### config.mk
export PLATFORM = sky130hd
export DESIGN_NAME = sonar_window_min_grouper
export DESIGN_NICKNAME = d
export VERILOG_FILES = /design/src/hdl/swmg_pkg.sv /design/src/hdl/swmg_ram.sv /design/src/hdl/swmg_ctrl.sv /design/src/hdl/swmg_datapath.sv /design/src/hdl/sonar_window_min_grouper.sv
export VERILOG_INCLUDE_DIRS = /design/src /design/src/hdl
export SDC_FILE = /design/constraint.sdc
export NUM_CORES = 1
export LEC_CHECK = 0
export BUFFER_PORTS_ARGS = -buffer_cell sky130_fd_sc_hd__buf_2
export CAP_MARGIN = 20
export CORE_MARGIN = 2
export CORE_UTILIZATION = 55
export DETAILED_ROUTE_END_ITERATION = 10
export PLACE_DENSITY_LB_ADDON = 0.3
export SLEW_MARGIN = 10
export SYNTH_ARGS = -nofsm -noshare
export SYNTH_HDL_FRONTEND = slang
export SYNTH_SLANG_ARGS = --single-unit
### constraint.sdc
create_clock -name clock -period 4.1 [get_ports clock]
set_input_delay 0 -clock clock [delete_from_list [all_inputs] [get_ports clock]]
set_output_delay 0 -clock clock [all_outputs]
set_load 0.02 [all_outputs]
### src/hdl/sonar_window_min_grouper_macros.svh
// ---------------------------------------------------------------------------
// sonar_window_min_grouper_macros.svh
// assertion macros shared by the sonar window minimum grouper
// ---------------------------------------------------------------------------
`ifndef SONAR_WINDOW_MIN_GROUPER_MACROS_SVH
`define SONAR_WINDOW_MIN_GROUPER_MACROS_SVH

// same-cycle implication, sampled on clock, off during reset
`define SWMG_ASSERT_NOW(label, ante, cons, msg) \
   label: assert property (@(posedge clock) disable iff (reset) (ante) |-> (cons)) \
      else $error(msg);

// next-cycle implication, sampled on clock, off during reset
`define SWMG_ASSERT_NEXT(label, ante, cons, msg) \
   label: assert property (@(posedge clock) disable iff (reset) (ante) |=> (cons)) \
      else $error(msg);

`endif

### src/hdl/swmg_pkg.sv
// ---------------------------------------------------------------------------
// swmg_pkg
// types and constants of the sonar window minimum grouper
// ---------------------------------------------------------------------------
package swmg_pkg;

   // range cap in millimetres
   localparam logic [15:0] CAP_MM     = 16'd5675;
   localparam logic [12:0] CAP_MM_OUT = 13'd5675;

   // configuration port
   localparam int CSR_INDEX_W = 2;
   localparam int CSR_DATA_W  = 4;
   localparam logic [CSR_INDEX_W-1:0] CSR_FRONT_COUNT = 2'd0;
   localparam logic [CSR_INDEX_W-1:0] CSR_SIDE_COUNT  = 2'd1;
   localparam logic [CSR_INDEX_W-1:0] CSR_WINDOW_LEN  = 2'd2;

   // configuration reset values
   localparam logic [2:0] FRONT_COUNT_RESET = 3'd2;
   localparam logic [2:0] SIDE_COUNT_RESET  = 3'd2;
   localparam logic [3:0] WINDOW_LEN_RESET  = 4'd4;

   // request beat
   typedef struct packed {
      logic [2:0]  channel;
      logic [15:0] range_mm;
      logic        read_ok;
   } req_payload_type;

   // response beat
   typedef struct packed {
      logic        group;
      logic [12:0] min_distance_mm;
   } rsp_payload_type;

   // controller states
   typedef enum logic [2:0] {
      ST_IDLE,
      ST_WRITE,
      ST_READ,
      ST_DRAIN,
      ST_FOLD,
      ST_EMIT
   } state_type;

   // controller to datapath
   typedef struct packed {
      logic accept;
      logic write;
      logic issue;
      logic fold;
      logic emit;
   } cmd_type;

   // datapath to controller
   typedef struct packed {
      logic start_write;
      logic start_emit;
      logic last;
      logic rd_none;
      logic rd_last;
      logic out_free;
   } status_type;

endpackage

### src/hdl/swmg_ram.sv
// ---------------------------------------------------------------------------
// swmg_ram
// generic single write port ram with one registered read port
// ---------------------------------------------------------------------------
module swmg_ram #(
   parameter int WIDTH = 16,
   parameter int DEPTH = 64
) (
   input  logic                     clock,
   input  logic                     wr_en,
   input  logic [$clog2(DEPTH)-1:0] wr_addr,
   input  logic [WIDTH-1:0]         wr_data,
   input  logic                     rd_en,
   input  logic [$clog2(DEPTH)-1:0] rd_addr,
   output logic [WIDTH-1:0]         rd_data
);

   logic [WIDTH-1:0] mem_ff [DEPTH];
   logic [WIDTH-1:0] rd_data_ff;

   // write and registered read
   always_ff @(posedge clock) begin
      if (wr_en) begin
         mem_ff[wr_addr] <= wr_data;
      end
      if (rd_en) begin
         rd_data_ff <= mem_ff[rd_addr];
      end
   end

   assign rd_data = rd_data_ff;

endmodule

### src/hdl/swmg_ctrl.sv
// ---------------------------------------------------------------------------
// swmg_ctrl
// sequencer: accept, window write, window read sweep, fold, emit
// ---------------------------------------------------------------------------
module swmg_ctrl (
   input  logic                  clock,
   input  logic                  reset,
   input  logic                  req_valid,
   output logic                  req_ready,
   input  swmg_pkg::status_type  status,
   output swmg_pkg::cmd_type     cmd
);

   swmg_pkg::state_type state_ff;
   swmg_pkg::state_type state_in;

   // state register
   always_ff @(posedge clock) begin
      if (reset) begin
         state_ff <= swmg_pkg::ST_IDLE;
      end else begin
         state_ff <= state_in;
      end
   end

   // next state and commands
   always_comb begin
      state_in  = state_ff;
      cmd       = '0;
      req_ready = 1'b0;
      unique case (state_ff)
         swmg_pkg::ST_IDLE: begin
            // no beat is taken while reset is held
            req_ready = !reset;
            if (req_valid && !reset) begin
               cmd.accept = 1'b1;
               if (status.start_write) begin
                  state_in = swmg_pkg::ST_WRITE;
               end else if (status.start_emit) begin
                  state_in = swmg_pkg::ST_EMIT;
               end
            end
         end
         swmg_pkg::ST_WRITE: begin
            cmd.write = 1'b1;
            state_in  = status.rd_none ? swmg_pkg::ST_FOLD : swmg_pkg::ST_READ;
         end
         swmg_pkg::ST_READ: begin
            cmd.issue = 1'b1;
            if (status.rd_last) begin
               state_in = swmg_pkg::ST_DRAIN;
            end
         end
         swmg_pkg::ST_DRAIN: begin
            // last read data folds into the window minimum here
            state_in = swmg_pkg::ST_FOLD;
         end
         swmg_pkg::ST_FOLD: begin
            cmd.fold = 1'b1;
            state_in = status.last ? swmg_pkg::ST_EMIT : swmg_pkg::ST_IDLE;
         end
         swmg_pkg::ST_EMIT: begin
            if (status.out_free) begin
               cmd.emit = 1'b1;
               state_in = swmg_pkg::ST_IDLE;
            end
         end
         default: begin
            state_in = swmg_pkg::ST_IDLE;
         end
      endcase
   end

endmodule

### src/hdl/swmg_datapath.sv
// ---------------------------------------------------------------------------
// swmg_datapath
// config registers, per-channel ring pointers, window store, minimum logic
// ---------------------------------------------------------------------------
`include "sonar_window_min_grouper_macros.svh"

module swmg_datapath #(
   parameter int MAX_CHANNELS = 8,
   parameter int MAX_WINDOW   = 8
) (
   input  logic                                 clock,
   input  logic                                 reset,
   input  logic                                 csr_write_en,
   input  logic [swmg_pkg::CSR_INDEX_W-1:0]     csr_index,
   input  logic [swmg_pkg::CSR_DATA_W-1:0]      csr_wdata,
   input  swmg_pkg::req_payload_type            req_payload,
   input  swmg_pkg::cmd_type                    cmd,
   output swmg_pkg::status_type                 status,
   output logic                                 rsp_valid,
   input  logic                                 rsp_ready,
   output swmg_pkg::rsp_payload_type            rsp_payload
);

   localparam int CH_W      = $clog2(MAX_CHANNELS);
   localparam int SLOT_W    = (MAX_WINDOW > 1) ? $clog2(MAX_WINDOW) : 1;
   localparam int FILL_W    = $clog2(MAX_WINDOW + 1);
   localparam int ADDR_W    = CH_W + SLOT_W;
   localparam int RAM_DEPTH = 2 ** ADDR_W;
   localparam logic [SLOT_W-1:0] SLOT_LAST  = SLOT_W'(MAX_WINDOW - 1);
   localparam logic [SLOT_W-1:0] SLOT_RESET = SLOT_W'(1 % MAX_WINDOW);
   localparam logic [FILL_W-1:0] FILL_MAX   = FILL_W'(MAX_WINDOW);
   localparam logic [FILL_W-1:0] FILL_ONE   = FILL_W'(1);

   // configuration registers
   logic [2:0] front_count_ff;
   logic [2:0] side_count_ff;
   logic [3:0] window_len_ff;

   always_ff @(posedge clock) begin
      if (reset) begin
         front_count_ff <= swmg_pkg::FRONT_COUNT_RESET;
         side_count_ff  <= swmg_pkg::SIDE_COUNT_RESET;
         window_len_ff  <= swmg_pkg::WINDOW_LEN_RESET;
      end else if (csr_write_en) begin
         unique case (csr_index)
            swmg_pkg::CSR_FRONT_COUNT: front_count_ff <= csr_wdata[2:0];
            swmg_pkg::CSR_SIDE_COUNT:  side_count_ff  <= csr_wdata[2:0];
            swmg_pkg::CSR_WINDOW_LEN:  window_len_ff  <= csr_wdata[3:0];
            default: ;
         endcase
      end
   end

   // request decode: group membership and last channel of the group
   logic [3:0] total_count;
   logic [3:0] ch_ext;
   logic [3:0] ch_plus;
   logic       in_range;
   logic       req_grp;
   logic       req_last;

   always_comb begin
      total_count = {1'b0, front_count_ff} + {1'b0, side_count_ff};
      ch_ext      = {1'b0, req_payload.channel};
      ch_plus     = ch_ext + 4'd1;
      in_range    = (32'(req_payload.channel) < MAX_CHANNELS) && (ch_ext < total_count);
      req_grp     = (req_payload.channel >= front_count_ff);
      req_last    = req_grp ? (ch_plus == total_count) : (ch_plus == {1'b0, front_count_ff});
   end

   // item registers
   logic [CH_W-1:0] ch_ff;
   logic [15:0]     range_ff;
   logic            grp_ff;
   logic            last_ff;

   always_ff @(posedge clock) begin
      if (cmd.accept) begin
         ch_ff    <= CH_W'(req_payload.channel);
         range_ff <= req_payload.range_mm;
         grp_ff   <= req_grp;
         last_ff  <= req_last;
      end
   end

   // per-channel ring state
   logic [FILL_W-1:0]       fill_ff  [MAX_CHANNELS];
   logic [SLOT_W-1:0]       wslot_ff [MAX_CHANNELS];
   logic [MAX_CHANNELS-1:0] init_ff;

   logic [FILL_W-1:0] cur_fill;
   logic [SLOT_W-1:0] cur_slot;
   logic              cur_init;
   logic [FILL_W-1:0] fill_next;
   logic [FILL_W-1:0] eff_win;
   logic [FILL_W-1:0] win_count;
   logic [FILL_W-1:0] read_count;
   logic [SLOT_W-1:0] slot_next;
   logic [SLOT_W-1:0] slot_before;

   always_comb begin
      cur_fill  = fill_ff[ch_ff];
      cur_slot  = wslot_ff[ch_ff];
      cur_init  = init_ff[ch_ff];
      fill_next = (cur_fill < FILL_MAX) ? cur_fill + FILL_ONE : cur_fill;
      // zero acts as one, oversize clamps to the store depth
      if (window_len_ff == 4'd0) begin
         eff_win = FILL_ONE;
      end else if (32'(window_len_ff) > MAX_WINDOW) begin
         eff_win = FILL_MAX;
      end else begin
         eff_win = FILL_W'(window_len_ff);
      end
      win_count   = (fill_next < eff_win) ? fill_next : eff_win;
      // the fresh reading is already known, so only older entries are read
      read_count  = win_count - FILL_ONE;
      slot_next   = (cur_slot == SLOT_LAST) ? '0 : cur_slot + SLOT_W'(1);
      slot_before = (cur_slot == '0) ? SLOT_LAST : cur_slot - SLOT_W'(1);
   end

   always_ff @(posedge clock) begin
      if (reset) begin
         for (int c = 0; c < MAX_CHANNELS; c++) begin
            fill_ff[c]  <= FILL_ONE;
            wslot_ff[c] <= SLOT_RESET;
         end
         init_ff <= '1;
      end else if (cmd.write) begin
         fill_ff[ch_ff]  <= fill_next;
         wslot_ff[ch_ff] <= slot_next;
         if (cur_slot == '0) begin
            init_ff[ch_ff] <= 1'b0;
         end
      end
   end

   // window store
   logic [15:0] ram_rdata;
   logic [SLOT_W-1:0] ptr_ff;

   swmg_ram #(
      .WIDTH (16),
      .DEPTH (RAM_DEPTH)
   ) u_window_store (
      .clock   (clock),
      .wr_en   (cmd.write),
      .wr_addr ({ch_ff, cur_slot}),
      .wr_data (range_ff),
      .rd_en   (cmd.issue),
      .rd_addr ({ch_ff, ptr_ff}),
      .rd_data (ram_rdata)
   );

   // read sweep and window minimum
   logic [FILL_W-1:0] cnt_ff, cnt_in;
   logic [SLOT_W-1:0] ptr_in;
   logic [15:0]       acc_ff, acc_in;
   logic              pend_ff, pend_in;
   logic              pend_init_ff, pend_init_in;
   logic [15:0]       rd_val;

   always_comb begin
      cnt_in       = cnt_ff;
      ptr_in       = ptr_ff;
      acc_in       = acc_ff;
      pend_in      = 1'b0;
      pend_init_in = 1'b0;
      // slot 0 reads as the cap until it is first written
      rd_val       = pend_init_ff ? swmg_pkg::CAP_MM : ram_rdata;
      if (cmd.write) begin
         acc_in = range_ff;
         cnt_in = read_count;
         ptr_in = slot_before;
      end
      if (cmd.issue) begin
         cnt_in       = cnt_ff - FILL_ONE;
         ptr_in       = (ptr_ff == '0) ? SLOT_LAST : ptr_ff - SLOT_W'(1);
         pend_in      = 1'b1;
         pend_init_in = (ptr_ff == '0) && cur_init;
      end
      if (pend_ff && (rd_val < acc_ff)) begin
         acc_in = rd_val;
      end
   end

   always_ff @(posedge clock) begin
      if (reset) begin
         pend_ff      <= 1'b0;
         pend_init_ff <= 1'b0;
      end else begin
         pend_ff      <= pend_in;
         pend_init_ff <= pend_init_in;
      end
      cnt_ff <= cnt_in;
      ptr_ff <= ptr_in;
      acc_ff <= acc_in;
   end

   // running group minimum
   logic [12:0] group_min_ff, group_min_in;

   always_comb begin
      group_min_in = group_min_ff;
      if (cmd.fold && ({3'b000, group_min_ff} > acc_ff)) begin
         group_min_in = acc_ff[12:0];
      end
      if (cmd.emit) begin
         group_min_in = swmg_pkg::CAP_MM_OUT;
      end
   end

   always_ff @(posedge clock) begin
      if (reset) begin
         group_min_ff <= swmg_pkg::CAP_MM_OUT;
      end else begin
         group_min_ff <= group_min_in;
      end
   end

   // response output register
   logic                      rsp_valid_ff;
   swmg_pkg::rsp_payload_type rsp_data_ff;

   always_ff @(posedge clock) begin
      if (reset) begin
         rsp_valid_ff <= 1'b0;
      end else if (cmd.emit) begin
         rsp_valid_ff <= 1'b1;
      end else if (rsp_ready) begin
         rsp_valid_ff <= 1'b0;
      end
      if (cmd.emit) begin
         rsp_data_ff.group           <= grp_ff;
         rsp_data_ff.min_distance_mm <= group_min_ff;
      end
   end

   assign rsp_valid   = rsp_valid_ff;
   assign rsp_payload = rsp_data_ff;

   // status to the sequencer
   always_comb begin
      status.start_write = in_range && req_payload.read_ok;
      status.start_emit  = in_range && !req_payload.read_ok && req_last;
      status.last        = last_ff;
      status.rd_none     = (read_count == '0);
      status.rd_last     = (cnt_ff == FILL_ONE);
      status.out_free    = !rsp_valid_ff || rsp_ready;
   end

   // checks
   `SWMG_ASSERT_NOW(a_group_min_capped, 1'b1, group_min_ff <= swmg_pkg::CAP_MM_OUT, "group minimum above cap")
   `SWMG_ASSERT_NOW(a_emit_room, cmd.emit, !rsp_valid_ff || rsp_ready, "emit over a waiting beat")
   `SWMG_ASSERT_NEXT(a_emit_resets_min, cmd.emit, group_min_ff == swmg_pkg::CAP_MM_OUT, "group minimum not reset after emit")
   `SWMG_ASSERT_NOW(a_pend_follows_issue, pend_ff, $past(cmd.issue), "read data without a read")

endmodule

### src/hdl/sonar_window_min_grouper.sv
// ---------------------------------------------------------------------------
// sonar_window_min_grouper
// sliding window minimum per sonar channel, folded into per-group minima
//
//   channel  | ports                                   | handshake
//   ---------+-----------------------------------------+------------------
//   request  | req_valid, req_ready, req_payload       | valid / ready
//   response | rsp_valid, rsp_ready, rsp_payload       | valid / ready
//   csr      | csr_write_en, csr_index, csr_wdata      | write enable only
//
// a good read writes the window store and reads n - 1 older entries, with
// n = min(fill, window_len), one per cycle through the single read port of
// the window store, drains them if any and folds; closing a group adds an emit.
// a failed read only emits when it closes a group; an ignored channel is dropped.
// req_ready is low during reset and rises in the first cycle after it.
// a waiting response beat stalls the block only at its next group result.
// ---------------------------------------------------------------------------
module sonar_window_min_grouper #(
   parameter int MAX_CHANNELS = 8,
   parameter int MAX_WINDOW   = 8
) (
   input  logic                             clock,
   input  logic                             reset,
   input  logic                             req_valid,
   output logic                             req_ready,
   input  swmg_pkg::req_payload_type        req_payload,
   output logic                             rsp_valid,
   input  logic                             rsp_ready,
   output swmg_pkg::rsp_payload_type        rsp_payload,
   input  logic                             csr_write_en,
   input  logic [swmg_pkg::CSR_INDEX_W-1:0] csr_index,
   input  logic [swmg_pkg::CSR_DATA_W-1:0]  csr_wdata
);

   swmg_pkg::cmd_type    cmd;
   swmg_pkg::status_type status;

   // sequencer
   swmg_ctrl u_ctrl (
      .clock     (clock),
      .reset     (reset),
      .req_valid (req_valid),
      .req_ready (req_ready),
      .status    (status),
      .cmd       (cmd)
   );

   // datapath
   swmg_datapath #(
      .MAX_CHANNELS (MAX_CHANNELS),
      .MAX_WINDOW   (MAX_WINDOW)
   ) u_datapath (
      .clock        (clock),
      .reset        (reset),
      .csr_write_en (csr_write_en),
      .csr_index    (csr_index),
      .csr_wdata    (csr_wdata),
      .req_payload  (req_payload),
      .cmd          (cmd),
      .status       (status),
      .rsp_valid    (rsp_valid),
      .rsp_ready    (rsp_ready),
      .rsp_payload  (rsp_payload)
   );

endmodule

* After elaboration in Yosys (flattened, before gate mapping)
Memory sizes are Yosys's and may differ from the RTL's. A register that Yosys moved wholly into a read port is not among the register bits.
Index checks and enable logic that the tools add are counted.
** Storage, ports and cells
- Output and inout port bits :: 16
- RAM bits :: 1080
- Bits of input ports :: 31
- Register bits :: 95
- Memories :: 3
- Word-level logic and storage cells :: 138
** Memories
- u_datapath.u_window_store.mem_ff :: words 64, width 16, rd ports 1, clocked after Yosys merged registers in 1, write ports 1, RTL line swmg_ram.sv:18 : logic [WIDTH-1:0] mem_ff [DEPTH];
- u_datapath.fill_ff :: words 8, width 4, rd ports 1, clocked after Yosys merged registers in 1, write ports 8, RTL line swmg_datapath.sv:87 : logic [FILL_W-1:0] fill_ff [MAX_CHANNELS];
- u_datapath.wslot_ff :: words 8, width 3, rd ports 1, clocked after Yosys merged registers in 1, write ports 8, RTL line swmg_datapath.sv:88 : logic [SLOT_W-1:0] wslot_ff [MAX_CHANNELS];
** Cells by class
- Add/subtract/negate cells :: 8
- Reductions and logical operators :: 30
- Muxes and demuxes :: 52
- Order comparisons :: 9
- Bitwise logic cells :: 3
- Eq/ne operators :: 15
** Operator list (count)
- $mux W3 :: 17
- $mux W16 :: 3
- $mux W4 :: 7
- $mux W1 :: 22
- $pmux W3 S6 :: 1
- $gt A13 B16 Y1 :: 1
- $lt A16 B16 Y1 :: 1
- $eq A3 B3 Y1 const B :: 3
- $logic_not A3 Y1 :: 3
- $and A8 B8 Y8 :: 1
- $logic_and A1 B1 Y1 :: 8
- $logic_not A4 Y1 :: 2
- $not A8 Y8 :: 1
- $reduce_and A2 Y1 :: 4
- $sub A4 B1 Y4 const B :: 2
- $eq A3 B2 Y1 const B :: 2
- $reduce_bool A2 Y1 :: 3
- $sub A3 B1 Y3 const B :: 2
- $add A3 B1 Y4 const B :: 1
- $add A3 B3 Y4 :: 1
- $add A4 B1 Y4 const B :: 1
- $eq A4 B1 Y1 const B :: 1
- $eq A4 B3 Y1 :: 1
- $eq A4 B4 Y1 :: 1
- other kinds (24) :: 28

* Depth between registers and ports, before layout
- Word-level depth :: 9
- Depth in mapped cells :: 21
- Gate-level depth less buffers :: 18

* Modules after synthesis
From an unflattened synthesis, not the netlist that was laid out.
** Unflattened totals
- Cell total of the unflattened synthesis :: 2520
- Area, all modules :: 48222.5 um2
** Modules (own cells, without submodules)
- swmg_ram :: sequential area each 31230.0 um2, cells each 1829, area an instance 40202.3 um2, instances 1
- swmg_datapath :: sequential area each 4164.0 um2, cells each 662, area an instance 7790.0 um2, instances 1
- swmg_ctrl :: sequential area each 60.1 um2, cells each 29, area an instance 230.2 um2, instances 1

* Worst setup path before layout
No wires, ideal clock.
- Path type :: reg2reg
- Start point :: register with a tool-made name
- End point :: register u_ctrl.state_ff[1]
- Setup slack :: -56 ps
- Stages on the path, launching flop included :: 20
- Arrival time :: 4068 ps
- Period minus slack after synthesis :: 4156 ps
- Library setup time :: 88 ps
- Path buffers :: 3
- Required time :: 4012 ps
- Cells stage by stage :: dfxtp_1 > buf_2 > buf_2 > mux4_2 > mux2_2 > ha_1 > inv_1 > nor2_1 > xor2_1 > a21oi_1 > buf_4 > inv_1 > ha_1 > a21oi_1 > or3b_2 > o211a_1 > a31oi_1 > mux2_2 > and4_4 > nor4_4
** RTL lines
- end signal, assigned :: RTL line swmg_ctrl.sv:20 : state_ff <= swmg_pkg::ST_IDLE;
- end signal, assigned :: RTL line swmg_ctrl.sv:22 : state_ff <= state_in;
- end, declared :: RTL line swmg_ctrl.sv:14 : swmg_pkg::state_type state_ff;

==> impl_metrics.toml <==
[outcome]
status = "finished, final reports clean"

[global_route]
use_met1 = 0.336
grt_use_total = 0.243
top_usage_layer = "met2"
grt_antenna_before_repair = 2
grt-ovfl-total = 0
grt_max_degree = 92
use_met3 = 0.0373
grt_pass1_wl_um = 157000
first_global_vias = 23700
grt_util_met2 = 0.401

[place]
port_buffers = 46
dp_hpwl_um = 62500
gp_congestion = 0.846

[clock_tree]
clk_latency_ns = 0.69
cts_tree = "built"
htree_levels = 3
clkTransAtPathRegs_ns = 0.06
cts_buffer_depth = 3
cts_num_sinks = 1194
cts-root-buf = "clkbuf_16"
numCtsBuffers = 114

[setup_path]
r2r.worst_path.cells = 14
required_ns = 4.69
crit_end = "u_ctrl.state_ff[1]"
critical_path.top_delay_family = "multiplexers"
cp-start-kind = "flop"
timing.rr.end = "u_ctrl.state_ff[1]"
path_buf_inv = 3
worstSetupPathType = "flop to flop"
crit_arrival_ns = 4.51
crit_fanout = 9
max_stage_delay_ns = 0.55
r2r_slack_ns = 0.18
critPathSlowestCell = "mux4_2"
cp-end-kind = "flop"
cp.depth = 14
cp_cell_sequence = "buf_12 > buf_4 > mux4_2 > mux2_2 > a31oi_1 > inv_1 > ha_1 > a21oi_2 > or3b_4 > o211a_1 > a31oi_1 > mux2_2 > and4_4 > nor4_4"

[routing]
drt-total-wl_um = 107000
drc = 0
drtPass1Iterations = 5
ant_nets = 0
wl_per_cell_um = 28.9
vias = 23100
via_per_inst = 6.29
drt_iter0_markers = 3056

[floorplan]
die_w_um = 298
row_count = 107
core_um2 = 85400
dieHeight_um = 298
io_pins = 47
dieArea_um2 = 88700
initial_core_util = 0.556

[synthesis]
ys_seq_elements = 1194
ys.flop_type = "edfxtp_1"
synth_xor_area_frac = 0.00351
avgSynthCellArea_um2 = 21.4
synth_area_leader_cell = "edfxtp_1"
synth_compound_area_frac = 0.0123
async_flop_share = 0
synth_top_family_by_area = "multiplexers"
synth-edff-count = 1154
synthDistinctLibCells = 65
ys_seq_area_frac = 0.747
synth-simple-area-share = 0.0319
yosysTopAreaCellShare = 0.730
yosys_warnings = 0
synthesis.nets = 2305
yosys-top-cells-area = "edfxtp_1 73%, mux4_2 17%, dfxtp_1 1.7%, ha_1 1.3%, nor2_1 1.0%"
synth_cells = 2222
syn_area_um2 = 47500
synthAdderAreaFrac = 0.0139
synth_mux_area_frac = 0.178

[timing]
drv_slew = 0
timing.fmax_mhz = 255
tns_ns = 0
hold_viol_final = 0
tightest_slew_ns = 1.04
fin_skew_ns = 0.0316
maxSlewHeadroom = 0.304
rsz0062_at_grt = "no"
timing.final.crit_period_ns = 3.92
post-route-period-util = 0.957
finalSetupViolCount = 0

[finish]
synthToLayoutAreaGrowth_pct = 13.2
fillers = 5588
drive_gt1_frac = 0.288
fin_util = 0.629
nets = 2529

[power_and_ir_drop]
p_int_w = 0.0239
pwr_density_cell_nw_per_um2 = 622
combPwrFrac = 0.271
ir_worst_vdd_mv = 0.410
swShare = 0.285
seqPwrFrac = 0.433
p_leak_nw = 17.5
clkPwrFrac = 0.296
power_switching_w = 0.00951

[worst_hold_path]
hp-class = "primary input to flop"

[job]
maxCapViolCount = 0
-- area by class of cell --
cell class / instances / area (um2) / area share
flip-flops and latches: 1194 / 35500 / 0.660
multi-input cells: 876 / 11400 / 0.212
clock buffers: 141 / 2980 / 0.0553
repair buffers: 218 / 1810 / 0.0337
well taps: 1144 / 1430 / 0.0266
clock inverters: 66 / 503 / 0.00936
inverters: 42 / 158 / 0.00293
diodes: 1 / 2.50 / 0.0000465
-- worst min path at each step --
stage	to	start	depth (start not counted)
3_3_place_gp	u_datapath.range_ff[13]	req_payload[14]	1
5_1_grt	u_datapath.range_ff[10]	req_payload[11]	2
2_1_floorplan	u_datapath.ch_ff[0]	req_payload[17]	0
6_report	u_datapath.range_ff[10]	req_payload[11]	2
4_1_cts	u_datapath.range_ff[2]	req_payload[3]	2
3_5_place_dp	u_datapath.range_ff[6]	req_payload[7]	1
-- power by group through the flow --
stage,clock [W],sequential (W),combinational (W)
2_1_floorplan,0,0.0148,0.00594
3_3_place_gp,0,0.0148,0.00879
3_5_place_dp,0,0.0148,0.00896
4_1_cts,0.0100,0.0145,0.00903
5_1_grt,0.0105,0.0145,0.00957
6_report,0.00989,0.0145,0.00905
-- synth_stat cells (all sizes together) (4+ instances only) --
master,n
edfxtp,1154
inv,41
dfxtp,40
clkbuf,65
mux4,353
nor2b,10
nor2,129
mux2,19
o21ai,13
a21oi,23
and3,13
xor2,13
nor3,14
buf,45
nand2b,18
ha,51
a211o,4
mux2i,26
o21a,4
nand2,82
nand4,7
or2,9
o211ai,6
xnor2,6
and2,13
a21o,16
nand3,6
a211oi,4
-- registers in the layout (all words and copies together), names as in the netlist, 4 cells and up, named ones only --
register / count
u_datapath.u_window_store.mem_ff: 1024
u_datapath.acc_ff: 16
u_datapath.u_window_store.rd_data: 16
u_datapath.init_ff: 8
u_datapath.rsp_payload: 14
u_datapath.wslot_ff: 24
u_datapath.window_len_ff: 4
u_datapath.cnt_ff: 4
u_datapath.fill_ff: 32
u_datapath.range_ff: 16
u_datapath.group_min_ff: 13
-- through the flow --
step           setup WS (ns)  instance area [um2]  std cells  hold slack, ns  total power (W)
5_1_grt               0.0110                53800       3681          0.0140           0.0345
6_report               0.175                53800       3682          0.0410           0.0334
3_3_place_gp           0.110                49800       3431           0.177           0.0235
4_1_cts              0.00820                53700       3677         0.00672           0.0335
2_1_floorplan         0.0854                47500       2222          0.0989           0.0207
3_5_place_dp          0.0176                49800       3432           0.178           0.0237
-- routing by layer --
| layer | wire, um | vias up | part of all wire |
|---|---|---|---|
| li1 | - | 9632 | - |
| met1 | 41700 | 12200 | 0.39 |
| met2 | 53400 | 1101 | 0.50 |
| met3 | 8160 | 178 | 0.077 |
| met4 | 3330 | 0 | 0.031 |
| met5 | 0 | - | 0 |
-- cell usage in the layout, fill, tap and decap left out, types with 29 or more instances in the layout --
master / synthesis / final
buf_2: 25 / 46
buf_4: 2 / 118
clkbuf_16: 0 / 116
clkinv_1: 1 / 29
dfxtp_1: 40 / 39
dlygate4sd3_1: 0 / 38
edfxtp_1: 1154 / 1154
ha_1: 51 / 49
inv_1: 40 / 39
mux4_2: 349 / 351
nand2_1: 82 / 82
nor2_1: 129 / 129
-- worst register-to-register path, delay by kind of cell (launching register included) --
kind	cells	cell delay (ns)
AND/OR/NAND/NOR	3	0.81
multiplexers	3	1.25
adder cells (fa/ha/maj)	1	0.30
buffers and inverters	3	0.39
AO/OA/AOI/OAI	4	0.73
flip-flops	1	0.35
-- what timing repair did --
action | 4_1_cts | 5_1_grt
endpoints found under the hold margin | 49 | 0
setup endpoints to repair | 2 | 5
hold buffers | 38 | 0
pin swaps | 0 | 2
resized for setup | 1 | 12
setup buffers | 0 | 1
-- cell families (layout without fill, tap and decap cells) --
group                    Yosys count  after routing
AND/OR/NAND/NOR                  322            322
other                              0              1
flip-flops                      1194           1194
multiplexers                     398            398
buffers and inverters            152            467
XOR/XNOR                          19             19
AO/OA/AOI/OAI                     85             85
adder cells (fa/ha/maj)           52             52
Power figures use the tool's default switching activity.
